File: config.mk
export PLATFORM = sky130hd
export DESIGN_NAME = websocket_frame_deframer
export DESIGN_NICKNAME = d
export VERILOG_FILES = /design/src/sv/wsdf_pkg.sv /design/src/sv/websocket_frame_deframer.sv /design/src/sv/wsdf_front.sv /design/src/sv/wsdf_queue.sv /design/src/sv/wsdf_back.sv
export SDC_FILE = /design/constraint.sdc
export NUM_CORES = 1
export LEC_CHECK = 0
export ABC_AREA = 0
export BUFFER_PORTS_ARGS = -buffer_cell sky130_fd_sc_hd__buf_2
export CAP_MARGIN = 20
export CORE_MARGIN = 8
export CORE_UTILIZATION = 40
export CTS_BUF_LIST = sky130_fd_sc_hd__clkbuf_4 sky130_fd_sc_hd__clkbuf_8
export DETAILED_ROUTE_END_ITERATION = 6
export GPL_ROUTABILITY_DRIVEN = 0
export GPL_TIMING_DRIVEN = 1
export SKIP_CTS_REPAIR_TIMING = 1
export SYNTH_ARGS = -nofsm -noshare
export SYNTH_HDL_FRONTEND = slang
export SYNTH_SLANG_ARGS = --single-unit
File: constraint.sdc
create_clock -name clk -period 5.5 [get_ports clk]
set_input_delay 0.275 -clock clk [delete_from_list [all_inputs] [get_ports clk]]
set_output_delay 0.275 -clock clk [all_outputs]
set_load 0.005 [all_outputs]
File: src/sv/wsdf_pkg.sv
`timescale 1ns / 1ps

package wsdf_pkg;

    // Header length codes and register reset value
    localparam logic [6:0]  LEN_EXT16         = 7'd126;
    localparam logic [6:0]  LEN_EXT64         = 7'd127;
    localparam logic [15:0] MAX_PAYLOAD_RESET = 16'd1024;

    // Opcodes that get a verdict of their own
    localparam logic [3:0] OP_TEXT   = 4'd1;
    localparam logic [3:0] OP_BINARY = 4'd2;
    localparam logic [3:0] OP_CLOSE  = 4'd8;
    localparam logic [3:0] OP_PING   = 4'd9;
    localparam logic [3:0] OP_PONG   = 4'd10;

    // Request queue between parser and result formatter
    localparam int QUEUE_DEPTH = 4;
    localparam int QUEUE_PTR_W = $clog2(QUEUE_DEPTH);
    localparam int QUEUE_CNT_W = $clog2(QUEUE_DEPTH + 1);

    typedef enum logic [3:0] {
        PH_HDR0 = 4'd0,
        PH_HDR1 = 4'd1,
        PH_EXT0 = 4'd2,
        PH_EXT1 = 4'd3,
        PH_KEY0 = 4'd4,
        PH_KEY1 = 4'd5,
        PH_KEY2 = 4'd6,
        PH_KEY3 = 4'd7,
        PH_DATA = 4'd8
    } phase_t;

    typedef enum logic [2:0] {
        VD_DELIVER = 3'd0,
        VD_PONG    = 3'd1,
        VD_IGNORE  = 3'd2,
        VD_DROP    = 3'd3,
        VD_CLOSE   = 3'd4
    } verdict_t;

    typedef enum logic [2:0] {
        RS_CLIENT   = 3'd0,
        RS_FRAG     = 3'd1,
        RS_TOO_LONG = 3'd2,
        RS_MISMATCH = 3'd3,
        RS_BAD_OP   = 3'd4
    } reason_t;

    typedef enum logic {
        KIND_BYTE    = 1'b0,
        KIND_VERDICT = 1'b1
    } kind_t;

    typedef struct packed {
        logic [7:0] data_byte;
        logic       segment_end;
    } in_item_t;

    typedef struct packed {
        logic        kind;
        logic [7:0]  payload_byte;
        logic [3:0]  frame_opcode;
        logic [2:0]  verdict;
        logic [2:0]  close_reason;
        logic [15:0] client_close_code;
        logic [15:0] payload_length;
        logic        last_of_run;
    } out_item_t;

    // One queued request: what a single input byte gives
    typedef struct packed {
        logic        has_byte;
        logic        has_verdict;
        logic [7:0]  payload_byte;
        logic [3:0]  frame_opcode;
        logic [15:0] payload_length;
        verdict_t    verdict;
        reason_t     close_reason;
        logic [15:0] close_code;
    } entry_t;

endpackage

File: src/sv/websocket_frame_deframer.sv
`timescale 1ns / 1ps

// Client-to-server frame receiver: one byte per request, one frame per segment.
// The parser takes a byte every clock (in_ready drops only when the request
// queue is full) and turns it into at most one queued request; the result
// formatter drains that queue at one result per clock while out_ready is high.
// A byte normally gives zero or one result, so the block runs at one byte per
// cycle while out_ready is high; the last payload byte of a frame gives two
// (payload byte, then verdict), an extra result that is absorbed by the
// four-entry queue. Results always leave from the queue head. After any close
// verdict, input is still accepted but discarded until reset. max_payload is
// written through cfg_write_en/cfg_write_data and resets to 1024.
module websocket_frame_deframer
    import wsdf_pkg::*;
(
    input  logic        clk,
    input  logic        rst_n,
    input  logic        cfg_write_en,
    input  logic [15:0] cfg_write_data,
    input  logic        in_valid,
    output logic        in_ready,
    input  in_item_t    in_item,
    output logic        out_valid,
    input  logic        out_ready,
    output out_item_t   out_item
);

    logic   push_valid;
    logic   push_ready;
    entry_t push_entry;
    logic   head_valid;
    entry_t head_entry;
    logic   pop;

    wsdf_front u_front (
        .clk            (clk),
        .rst_n          (rst_n),
        .cfg_write_en   (cfg_write_en),
        .cfg_write_data (cfg_write_data),
        .in_valid       (in_valid),
        .in_ready       (in_ready),
        .in_item        (in_item),
        .push_valid     (push_valid),
        .push_ready     (push_ready),
        .push_entry     (push_entry)
    );

    wsdf_queue u_queue (
        .clk        (clk),
        .rst_n      (rst_n),
        .push_valid (push_valid),
        .push_ready (push_ready),
        .push_entry (push_entry),
        .head_valid (head_valid),
        .head_entry (head_entry),
        .pop        (pop)
    );

    wsdf_back u_back (
        .clk        (clk),
        .rst_n      (rst_n),
        .head_valid (head_valid),
        .head_entry (head_entry),
        .pop        (pop),
        .out_valid  (out_valid),
        .out_ready  (out_ready),
        .out_item   (out_item)
    );

endmodule

File: src/sv/wsdf_front.sv
`timescale 1ns / 1ps

module wsdf_front
    import wsdf_pkg::*;
(
    input  logic        clk,
    input  logic        rst_n,
    input  logic        cfg_write_en,
    input  logic [15:0] cfg_write_data,
    input  logic        in_valid,
    output logic        in_ready,
    input  in_item_t    in_item,
    output logic        push_valid,
    input  logic        push_ready,
    output entry_t      push_entry
);

    logic            closing_reg, closing_next;
    phase_t          phase_reg, phase_next;
    logic [3:0]      opcode_reg, opcode_next;
    logic            mask_on_reg, mask_on_next;
    logic [3:0][7:0] key_reg, key_next;
    logic [15:0]     length_reg, length_next;
    logic [15:0]     byte_count_reg, byte_count_next;
    logic [15:0]     code_reg, code_next;
    logic [15:0]     max_payload_reg;

    logic        accept;
    logic [7:0]  b;
    logic [7:0]  unmasked;
    logic [15:0] ext_len;
    logic        close_now;
    reason_t     close_why;
    logic        emit_byte;
    logic        emit_verdict;
    verdict_t    verdict;
    reason_t     reason;
    logic [15:0] close_code;

    assign in_ready = push_ready;
    assign accept   = in_valid && in_ready;
    assign b        = in_item.data_byte;
    assign ext_len  = {length_reg[15:8], b};
    assign unmasked = b ^ (mask_on_reg ? key_reg[byte_count_reg[1:0]] : 8'h00);

    // Configuration register
    always_ff @(posedge clk or negedge rst_n)
    begin
        if (!rst_n)
            max_payload_reg <= MAX_PAYLOAD_RESET;
        else if (cfg_write_en)
            max_payload_reg <= cfg_write_data;
    end

    // Parser state
    always_ff @(posedge clk or negedge rst_n)
    begin
        if (!rst_n)
        begin
            closing_reg    <= 1'b0;
            phase_reg      <= PH_HDR0;
            opcode_reg     <= 4'd0;
            mask_on_reg    <= 1'b0;
            key_reg        <= '0;
            length_reg     <= 16'd0;
            byte_count_reg <= 16'd0;
            code_reg       <= 16'd0;
        end
        else
        begin
            closing_reg    <= closing_next;
            phase_reg      <= phase_next;
            opcode_reg     <= opcode_next;
            mask_on_reg    <= mask_on_next;
            key_reg        <= key_next;
            length_reg     <= length_next;
            byte_count_reg <= byte_count_next;
            code_reg       <= code_next;
        end
    end

    // Per-byte header parse, unmasking, close checks and end-of-segment verdict
    always_comb
    begin
        closing_next    = closing_reg;
        phase_next      = phase_reg;
        opcode_next     = opcode_reg;
        mask_on_next    = mask_on_reg;
        key_next        = key_reg;
        length_next     = length_reg;
        byte_count_next = byte_count_reg;
        code_next       = code_reg;
        close_now       = 1'b0;
        close_why       = RS_CLIENT;
        emit_byte       = 1'b0;
        emit_verdict    = 1'b0;
        verdict         = VD_DELIVER;
        reason          = RS_CLIENT;
        close_code      = 16'd0;

        if (accept && !closing_reg)
        begin
            unique case (phase_reg)
                PH_HDR0:
                begin
                    opcode_next     = b[3:0];
                    mask_on_next    = 1'b0;
                    key_next        = '0;
                    length_next     = 16'd0;
                    byte_count_next = 16'd0;
                    code_next       = 16'd0;
                    if (!b[7])
                    begin
                        close_now = 1'b1;
                        close_why = RS_FRAG;
                    end
                    else
                        phase_next = PH_HDR1;
                end
                PH_HDR1:
                begin
                    mask_on_next = b[7];
                    if (b[6:0] == LEN_EXT64)
                    begin
                        close_now = 1'b1;
                        close_why = RS_TOO_LONG;
                    end
                    else if (b[6:0] == LEN_EXT16)
                        phase_next = PH_EXT0;
                    else
                    begin
                        length_next = {9'd0, b[6:0]};
                        phase_next  = b[7] ? PH_KEY0 : PH_DATA;
                    end
                end
                PH_EXT0:
                begin
                    length_next = {b, 8'h00};
                    phase_next  = PH_EXT1;
                end
                PH_EXT1:
                begin
                    length_next = ext_len;
                    if (ext_len > max_payload_reg)
                    begin
                        close_now = 1'b1;
                        close_why = RS_TOO_LONG;
                    end
                    else
                        phase_next = mask_on_reg ? PH_KEY0 : PH_DATA;
                end
                PH_KEY0, PH_KEY1, PH_KEY2, PH_KEY3:
                begin
                    key_next[phase_reg[1:0]] = b;
                    phase_next = phase_t'(phase_reg + 4'd1);
                end
                PH_DATA:
                begin
                    if (byte_count_reg >= length_reg)
                    begin
                        close_now = 1'b1;
                        close_why = RS_MISMATCH;
                    end
                    else
                    begin
                        if (byte_count_reg == 16'd0)
                            code_next = {unmasked, 8'h00};
                        else if (byte_count_reg == 16'd1)
                            code_next = {code_reg[15:8], unmasked};
                        emit_byte       = 1'b1;
                        byte_count_next = byte_count_reg + 16'd1;
                    end
                end
                default:
                begin
                end
            endcase

            // Verdict: immediate close, or frame end at segment end
            if (close_now)
            begin
                emit_verdict = 1'b1;
                verdict      = VD_CLOSE;
                reason       = close_why;
                closing_next = 1'b1;
            end
            else if (in_item.segment_end)
            begin
                emit_verdict = 1'b1;
                if (phase_next != PH_DATA || byte_count_next < length_next)
                    verdict = VD_DROP;
                else
                begin
                    unique case (opcode_next)
                        OP_TEXT, OP_BINARY: verdict = VD_DELIVER;
                        OP_PING:            verdict = VD_PONG;
                        OP_PONG:            verdict = VD_IGNORE;
                        OP_CLOSE:
                        begin
                            verdict      = VD_CLOSE;
                            reason       = RS_CLIENT;
                            close_code   = (length_next != 16'd0) ? code_next : 16'd0;
                            closing_next = 1'b1;
                        end
                        default:
                        begin
                            verdict      = VD_CLOSE;
                            reason       = RS_BAD_OP;
                            closing_next = 1'b1;
                        end
                    endcase
                end
            end

            if (in_item.segment_end)
                phase_next = PH_HDR0;
        end
    end

    // Request towards the result formatter
    assign push_valid = accept && (emit_byte || emit_verdict);

    always_comb
    begin
        push_entry.has_byte       = emit_byte;
        push_entry.has_verdict    = emit_verdict;
        push_entry.payload_byte   = unmasked;
        push_entry.frame_opcode   = opcode_next;
        push_entry.payload_length = length_next;
        push_entry.verdict        = verdict;
        push_entry.close_reason   = reason;
        push_entry.close_code     = close_code;
    end

endmodule

File: src/sv/wsdf_queue.sv
`timescale 1ns / 1ps

module wsdf_queue
    import wsdf_pkg::*;
(
    input  logic   clk,
    input  logic   rst_n,
    input  logic   push_valid,
    output logic   push_ready,
    input  entry_t push_entry,
    output logic   head_valid,
    output entry_t head_entry,
    input  logic   pop
);

    entry_t                 slot_reg [QUEUE_DEPTH];
    logic [QUEUE_PTR_W-1:0] wr_ptr_reg, wr_ptr_next;
    logic [QUEUE_PTR_W-1:0] rd_ptr_reg, rd_ptr_next;
    logic [QUEUE_CNT_W-1:0] count_reg, count_next;
    logic                   do_push;
    logic                   do_pop;

    assign push_ready = (count_reg != QUEUE_CNT_W'(QUEUE_DEPTH));
    assign head_valid = (count_reg != '0);
    assign head_entry = slot_reg[rd_ptr_reg];
    assign do_push    = push_valid && push_ready;
    assign do_pop     = pop && head_valid;

    // Pointer and fill level update
    always_comb
    begin
        wr_ptr_next = wr_ptr_reg;
        rd_ptr_next = rd_ptr_reg;
        count_next  = count_reg;
        if (do_push)
            wr_ptr_next = (wr_ptr_reg == QUEUE_PTR_W'(QUEUE_DEPTH - 1)) ? '0
                                                                         : wr_ptr_reg + 1'b1;
        if (do_pop)
            rd_ptr_next = (rd_ptr_reg == QUEUE_PTR_W'(QUEUE_DEPTH - 1)) ? '0
                                                                         : rd_ptr_reg + 1'b1;
        if (do_push && !do_pop)
            count_next = count_reg + 1'b1;
        else if (do_pop && !do_push)
            count_next = count_reg - 1'b1;
    end

    always_ff @(posedge clk or negedge rst_n)
    begin
        if (!rst_n)
        begin
            wr_ptr_reg <= '0;
            rd_ptr_reg <= '0;
            count_reg  <= '0;
        end
        else
        begin
            wr_ptr_reg <= wr_ptr_next;
            rd_ptr_reg <= rd_ptr_next;
            count_reg  <= count_next;
        end
    end

    // Entry storage
    always_ff @(posedge clk)
    begin
        if (do_push)
            slot_reg[wr_ptr_reg] <= push_entry;
    end

endmodule

File: src/sv/wsdf_back.sv
`timescale 1ns / 1ps

module wsdf_back
    import wsdf_pkg::*;
(
    input  logic      clk,
    input  logic      rst_n,
    input  logic      head_valid,
    input  entry_t    head_entry,
    output logic      pop,
    output logic      out_valid,
    input  logic      out_ready,
    output out_item_t out_item
);

    // Set once the payload byte of a two-result request has gone out
    logic byte_done_reg, byte_done_next;
    logic send_byte;
    logic out_accept;

    assign send_byte  = head_entry.has_byte && !byte_done_reg;
    assign out_valid  = head_valid;
    assign out_accept = out_valid && out_ready;
    assign pop        = out_accept && !(send_byte && head_entry.has_verdict);

    always_comb
    begin
        byte_done_next = byte_done_reg;
        if (out_accept)
            byte_done_next = !pop;
    end

    always_ff @(posedge clk or negedge rst_n)
    begin
        if (!rst_n)
            byte_done_reg <= 1'b0;
        else
            byte_done_reg <= byte_done_next;
    end

    // Result formatting
    always_comb
    begin
        out_item.frame_opcode   = head_entry.frame_opcode;
        out_item.payload_length = head_entry.payload_length;
        if (send_byte)
        begin
            out_item.kind              = KIND_BYTE;
            out_item.payload_byte      = head_entry.payload_byte;
            out_item.verdict           = VD_DELIVER;
            out_item.close_reason      = RS_CLIENT;
            out_item.client_close_code = 16'd0;
            out_item.last_of_run       = !head_entry.has_verdict;
        end
        else
        begin
            out_item.kind              = KIND_VERDICT;
            out_item.payload_byte      = 8'd0;
            out_item.verdict           = head_entry.verdict;
            out_item.close_reason      = head_entry.close_reason;
            out_item.client_close_code = head_entry.close_code;
            out_item.last_of_run       = 1'b1;
        end
    end

endmodule

==> results of run 1 <==
==> placed cells by master, fill, tap and decap left out, types with 5 or more instances in the layout <==
cell type and n:
xor2_1 10, clkbuf_4 25, clkinv_2 5, nand2_1 151, inv_1 48, mux4_2 60
and3_1 9, nand4_1 11, o21ai_0 102, nor3_1 6, xnor2_1 10, a22oi_1 22
a32o_1 14, dfrtp_1 111, clkbuf_8 57, a31oi_1 27, nor2b_1 42, buf_4 24
a21oi_1 29, nor2_1 40, clkinv_1 11, a21o_1 6, buf_2 82, mux2i_1 13
and2_1 11, edfxtp_1 208, ha_1 60, nand3_1 24, o31ai_1 16, dlygate4sd3_1 19
nor4_1 9, o211ai_1 6, mux2_2 7
==> worst max-delay path: stages (launching register included) <==
cell and delay, ps:
dfrtp_1 370, inv_1 140, ha_1 250, nand2b_4 140
a2111oi_4 390, a2111oi_4 90, or4_1 630, nor3_4 410
a31oi_1 170, nand2_1 100, o21ai_0 100, ha_1 310
nand4_1 150, nor3_1 250, o211ai_1 130, nand2_1 120
o211a_1 150, and3_1 290, nand3_1 170, nor3_1 530
==> area by class of cell <==
class                           instances  area share
Inverter                               48      0.0101
Clock buffer                           82      0.0546
Tap cell                              518      0.0364
Multi-Input combinational cell        758       0.332
Sequential cell                       322       0.511
Clock inverter                         19     0.00724
Timing Repair Buffer                  129      0.0483
==> power breakdown <==
part	internal (mW)	total [mW]	switching (mW)
clock network	1.18	2.15	0.966
registers	2.57	2.57	0.00279
logic	0.0398	0.124	0.0839
==> metal layers <==
layer	global-route usage	part of all wire	up-vias
met3	0.0336	0.059	53
met5	0	0	-
met2	0.269	0.47	308
met4	0.0593	0.023	0
met1	0.237	0.45	5100
li1	-	-	4763
==> logic make-up after synthesis <==
logic type	synth area share
flip-flops	0.590
AO/OA/AOI/OAI	0.108
AND/OR/NAND/NOR	0.109
buffers and inverters	0.0301
XOR/XNOR	0.0114
multiplexers	0.101
adder cells (fa/ha/maj)	0.0500
==> worst max path at each step <==
stage	start	to	slack, ps	depth (start not counted)
6_report	u_front.byte_count_reg[0]	u_queue.slot_reg[2][18]	300	19
5_1_grt	u_front.byte_count_reg[0]	u_queue.slot_reg[2][18]	30	19
4_1_cts	u_front.byte_count_reg[0]	u_queue.slot_reg[2][18]	330	19
3_5_place_dp	u_front.byte_count_reg[0]	u_queue.slot_reg[2][18]	390	19
3_3_place_gp	u_front.byte_count_reg[0]	u_queue.slot_reg[0][5]	450	18
2_1_floorplan	u_front.byte_count_reg[0]	u_queue.slot_reg[0][0]	-190	11
==> per-stage QoR <==
stage / cell area (µm²) / utilization / TNS, ps
2_1_floorplan: 15400 / - / -40450
3_3_place_gp: 16500 / 0.430 / 0
3_5_place_dp: 16500 / 0.430 / 0
4_1_cts: 17600 / 0.459 / 0
5_1_grt: 17800 / 0.464 / 0
6_report: 17800 / 0.464 / 0
==> results.rst, run 1 <==
.. list-table::
   :header-rows: 1

   * - Metric
     - Value
   * - Required time worst endpoint
     - 5830 ps
   * - Number of synthesized register bits
     - roughly 320
   * - Vias in the first global route
     - 10,300
   * - Worst path setup slack after routing
     - ~300 ps
   * - Library cell occupying the most area in the post-synthesis netlist
     - edfxtp_1
   * - GRT Util Overall
     - 0.172
   * - Final instance count without filler cells
     - 1,876
   * - Die Outline Area
     - 45,100 µm²
   * - Net count of the mapped netlist
     - 1,288
   * - Clock Skew
     - around 40 ps
   * - Number of vias in the routed layout
     - 10,200
   * - Row cnt
     - a little over 70
   * - Transition time at the pin with the least slew margin
     - ~1100 ps
   * - Layout cells sized above 1
     - 0.217
   * - Worst hold slack
     - 45.2 ps
   * - Largest cells by area after synthesis
     - edfxtp_1 (40%), dfrtp_1 (18%), mux4_2 (8.8%)
   * - CTS Root Buffer Type
     - clkbuf_8
   * - Top-count cell post-synth
     - edfxtp_1
   * - Num ports
     - 84
   * - Synthesized area per cell
     - approximately 13 µm²
   * - Worst EP arrival
     - 5530 ps
   * - Largest net degree at the start of global routing
     - 72
   * - Maximum VDD drop
     - 0.194 mV
   * - Part of the Yosys area used for sequential elements
     - 0.590
   * - Capturing point of the worst reg2reg path
     - u_queue.slot_reg[2][18]
   * - IO Port Bufs
     - 83
   * - Synth top area share
     - 0.405
   * - Final setup vio count
     - 0
   * - Worst Hold Launch
     - in_item[1]
   * - Wirelength, routed
     - 38,400 µm
   * - Crit share post-route
     - 0.945
   * - Detail-routed net length per standard cell
     - around 20 µm
   * - Count of filler cells inserted in the layout
     - 3,500
   * - Syn Inst Count
     - roughly 1,200
   * - Type of the worst setup path
     - register to register
   * - Cell area after technology mapping
     - 15,400 µm²
   * - Vias per Instance
     - 5.45
   * - Number of placed instances, taps included
     - 1,756
   * - Iteration count of the initial detailed-routing pass
     - 5
   * - Initial antenna violation count
     - 0
   * - Antenna cell count
     - 0
   * - Post-synthesis async set-or-reset flop share
     - 0.354
   * - Setup repair after global routing missed its margin
     - false
   * - Endpoint type of the worst setup path
     - register
   * - Vertical die dimension
     - 212 µm
   * - Run status
     - complete, no violations
   * - Global-route wire length before repair
     - 60,000 µm
   * - Hold Crit Class
     - input pin to register
   * - Number of flip-flops in the largest register
     - 208
   * - Capture endpoint of the worst hold path
     - u_front.key_reg[0]
   * - Most used DFF post-synth
     - edfxtp_1
   * - Highest attainable clock frequency
     - approximately 190 MHz
   * - Minimum clock period
     - 5200 ps
   * - Setup Slack @ Placement
     - 391 ps
   * - Area of the core
     - 38,400 µm²
   * - Total gr overflow
     - 0
   * - Clk_lat worst skew
     - 640 ps
   * - # H-tree levels
     - 2
   * - Synth cell types
     - 73
   * - Yosys warning count
     - 0
   * - Number of enable-type register cells in the synthesized netlist
     - 208
   * - Worst-path maximum fanout
     - 7
   * - Net total in the final layout
     - 1,404
   * - # clock sinks
     - 322
   * - Starting density of the core
     - 0.402
   * - Number of max-slew violations in the final report
     - 0
   * - CTS tree
     - built
   * - DRC violations left
     - 0
   * - Post-layout power
     - 4.84 mW
   * - Cell depth of the worst min-delay path
     - 3
   * - Clock edge transition at the registers on the reported setup and hold paths
     - roughly 60 ps
   * - Post-detailed-placement half-perimeter wirelength
     - between 20,000 and 30,000 µm
   * - Growth of design area from synthesis to finish
     - 15.4%
   * - Cell types with the highest counts after synthesis
     - edfxtp_1 (208), nand2_1 (151), dfrtp_1 (113), o21ai_0 (102)
   * - Leakage power total
     - ~6.2 nW
   * - Max-cap violation count
     - 0
   * - Final hold violation count
     - 0
   * - Tightest slew margin relative to the limit
     - 0.259
   * - Slack of the worst reg-to-reg path
     - between 300 and 400 ps
   * - FF+latch area
     - 9100 µm²
   * - Start of the worst register-to-register path
     - u_front.byte_count_reg[0]
   * - 1st-iter DRT viols
     - just over 700
   * - X dimension of the die
     - roughly 210 µm
   * - Number of buffers created by CTS
     - 54
   * - Element type at the critical path start
     - register
   * - Buffer levels on the longest clock path
     - 3
   * - Ratio of total power to cell area
     - 272 nW/µm²
   * - Reg2Reg Depth
     - 19
   * - Number of nets with antenna violations after detailed routing
     - 0
   * - Area occupied by multi-input gates
     - 5910 µm²
No activity file was read; power rests on OpenSTA's default activity.
==> run 2: changes to the inputs <==
--- a/config.mk
+++ b/config.mk
@@ -10,7 +10,7 @@
 export CAP_MARGIN = 20
 export CORE_MARGIN = 8
 export CORE_UTILIZATION = 40
-export CTS_BUF_LIST = sky130_fd_sc_hd__clkbuf_4 sky130_fd_sc_hd__clkbuf_8
+export CTS_BUF_LIST = sky130_fd_sc_hd__clkbuf_2
 export DETAILED_ROUTE_END_ITERATION = 6
 export GPL_ROUTABILITY_DRIVEN = 0
 export GPL_TIMING_DRIVEN = 1
==> results.rst, run 2 (synthesis gave the netlist of run 1 again) <==
.. list-table::
   :header-rows: 1

   * - Metric
     - Value
   * - Run status
     - complete, no violations
   * - Start of the worst register-to-register path
     - u_front.byte_count_reg[0]
   * - Starting density of the core
     - 0.402
   * - Number of vias in the routed layout
     - ~11,000
   * - Vias in the first global route
     - 10,600
   * - CTS tree
     - built
   * - Highest attainable clock frequency
     - about 190 MHz
   * - Reg2Reg Depth
     - 18
   * - Count of filler cells inserted in the layout
     - 3,537
   * - Number of buffer and inverter stages on the critical path
     - 1
   * - # H-tree levels
     - 3
   * - Hold Crit Class
     - input pin to register
   * - Final hold violation count
     - 0
   * - Initial antenna violation count
     - 1
   * - Tightest slew margin relative to the limit
     - 0.275
   * - Maximum VDD drop
     - ~0.15 mV
   * - Wirelength, routed
     - slightly below 40,000 µm
   * - Required time worst endpoint
     - between 6000 and 7000 ps
   * - Number of flip-flops in the largest register
     - 208
   * - 1st-iter DRT viols
     - 926
   * - Endpoint type of the worst setup path
     - register
   * - Max-cap violation count
     - 0
   * - Ratio of total power to cell area
     - 243 nW/µm²
   * - Sw Ratio
     - 0.247
   * - Transition time at the pin with the least slew margin
     - 1080 ps
   * - Detail-routed net length per standard cell
     - 19.8 µm
   * - Sequential group share of total power
     - 0.590
   * - Clock network power share
     - 0.374
   * - Area of the core
     - 38,400 µm²
   * - Capturing point of the worst reg2reg path
     - u_queue.slot_reg[2][18]
   * - Leakage power total
     - 6.41 nW
   * - Commonest non-fill, non-tap cell in the layout
     - edfxtp_1
   * - Area occupied by multi-input gates
     - 5910 µm²
   * - Combinational Power Share
     - 0.036
   * - Minimum clock period
     - 5200 ps
   * - Buffer levels on the longest clock path
     - 3
   * - CTS Root Buffer Type
     - clkbuf_2
   * - Clock edge transition at the registers on the reported setup and hold paths
     - 100 ps
   * - Worst-path maximum fanout
     - 5
   * - Critical-path cell with the highest stage delay
     - or4_1
   * - Capture endpoint of the worst hold path
     - u_back.byte_done_reg
   * - Category of cells accounting for the largest share of critical-path delay
     - simple AND/OR/NAND/NOR gates
   * - Growth of design area from synthesis to finish
     - 16.1%
   * - Element type at the critical path start
     - register
   * - Die Outline Area
     - 45,100 µm²
   * - Number of nets with antenna violations after detailed routing
     - 0
   * - DRC violations left
     - 0
   * - X dimension of the die
     - 212 µm
   * - Final design utilization
     - 0.467
   * - Layout cells sized above 1
     - 0.239
   * - Setup repair after global routing missed its margin
     - false
   * - Commonest cells after routing, fill and taps aside
     - edfxtp_1 (208), nand2_1 (151), clkbuf_2 (134)
   * - Crit share post-route
     - 0.945
   * - IO Port Bufs
     - 83
   * - Total negative slack
     - 0 ps
   * - Clk_lat worst skew
     - just over 900 ps
   * - Final setup vio count
     - 0
   * - Num ports
     - 84
   * - Internal cell power
     - 3.28 mW
   * - Vias per Instance
     - 5.40
   * - Cell breakdown of the critical path
     - inv_1, ha_1, nand2b_4, a2111oi_4, a2111oi_4, or4_1, or4b_4, xor2_1, nor2_1, ha_1, nand2_1, nor3_1, o211ai_1, nand2_1, o211a_1, and3_1, nand3_1, nor3_1
   * - Number of max-slew violations in the final report
     - 0
   * - Largest net degree at the start of global routing
     - 72
   * - Vertical die dimension
     - 212 µm
   * - Net total in the final layout
     - 1,476
   * - Global-route wire length before repair
     - 60,400 µm
   * - Total gr overflow
     - 0
   * - Row cnt
     - 72
   * - Clock Skew
     - 63.9 ps
   * - Iteration count of the initial detailed-routing pass
     - 5
   * - GRT Util Overall
     - 0.172
   * - Largest stage delay on the critical path
     - 630 ps
   * - Worst Hold Launch
     - out_ready
   * - Slack of the worst reg-to-reg path
     - 300 ps
   * - FF+latch area
     - 9100 µm²
   * - Post-detailed-placement half-perimeter wirelength
     - 25,000 µm
   * - Cell depth of the worst min-delay path
     - 4
   * - Post-layout power
     - between 4 and 5 mW
   * - Worst EP arrival
     - 5820 ps
   * - # clock sinks
     - 322
   * - Number of buffers created by CTS
     - 84
   * - Total net switching power
     - roughly 1.1 mW
   * - Type of the worst setup path
     - register to register
run 2: final cells by class:
| type | instances | share of cell area |
|---|---|---|
| Sequential cell | 322 | 0.508 |
| Clock buffer | 134 | 0.0374 |
| Timing Repair Buffer | 171 | 0.0725 |
| Inverter | 48 | 0.0101 |
| Clock inverter | 22 | 0.00552 |
| Antenna cell | 1 | 0.000140 |
| Tap cell | 518 | 0.0362 |
| Multi-Input combinational cell | 758 | 0.330 |
run 2: power groups by stage:
| stage | Combinational, mW | Clock (mW) | Sequential, mW |
|---|---|---|---|
| 2_1_floorplan | 0.0536 | 0 | 2.62 |
| 3_3_place_gp | 0.111 | 0 | 2.62 |
| 3_5_place_dp | 0.113 | 0 | 2.62 |
| 4_1_cts | 0.114 | 1.69 | 2.57 |
| 5_1_grt | 0.174 | 1.82 | 2.57 |
| 6_report | 0.156 | 1.63 | 2.57 |
run 2: through the flow:
stage / cells / setup WS (ps) / hold WS (ps) / instance area [µm²]
detailed placement: 1756 / 391 / 339 / 16500
global placement: 1756 / 455 / 333 / 16500
floorplan: 1197 / -195 / -20.6 / 15400
CTS: 1912 / 341 / -713 / 17300
global route: 1974 / 78.1 / 192 / 17900
finish: 1974 / 300 / 233 / 17900
run 2: worst max-delay path by stage:
| stage | startpoint | endpoint | slack, ps | cells after the start |
|---|---|---|---|---|
| 2_1_floorplan | u_front.byte_count_reg[0] | u_queue.slot_reg[0][0] | -190 | 11 |
| 3_3_place_gp | u_front.byte_count_reg[0] | u_queue.slot_reg[0][5] | 450 | 18 |
| 3_5_place_dp | u_front.byte_count_reg[0] | u_queue.slot_reg[2][18] | 390 | 19 |
| 4_1_cts | u_front.byte_count_reg[0] | u_queue.slot_reg[0][6] | 340 | 18 |
| 5_1_grt | u_front.byte_count_reg[0] | u_queue.slot_reg[2][18] | 80 | 19 |
| 6_report | u_front.byte_count_reg[0] | u_queue.slot_reg[2][18] | 300 | 18 |
run 2: routing by layer:
metal / global-route usage / up-vias / part of all wire / routed length, µm
met5: 0 / - / 0 / 0
met3: 0.0388 / 67 / 0.059 / 2310
met4: 0.0633 / 0 / 0.026 / 1010
met1: 0.232 / 5296 / 0.44 / 17200
met2: 0.270 / 329 / 0.47 / 18500
li1: - / 4968 / - / -
run 2: tightest hold or removal path, cell delays in order:
cell,delay [ps]
dlygate4sd3_1,530
buf_2,120
nand2_1,90
o21ai_0,80
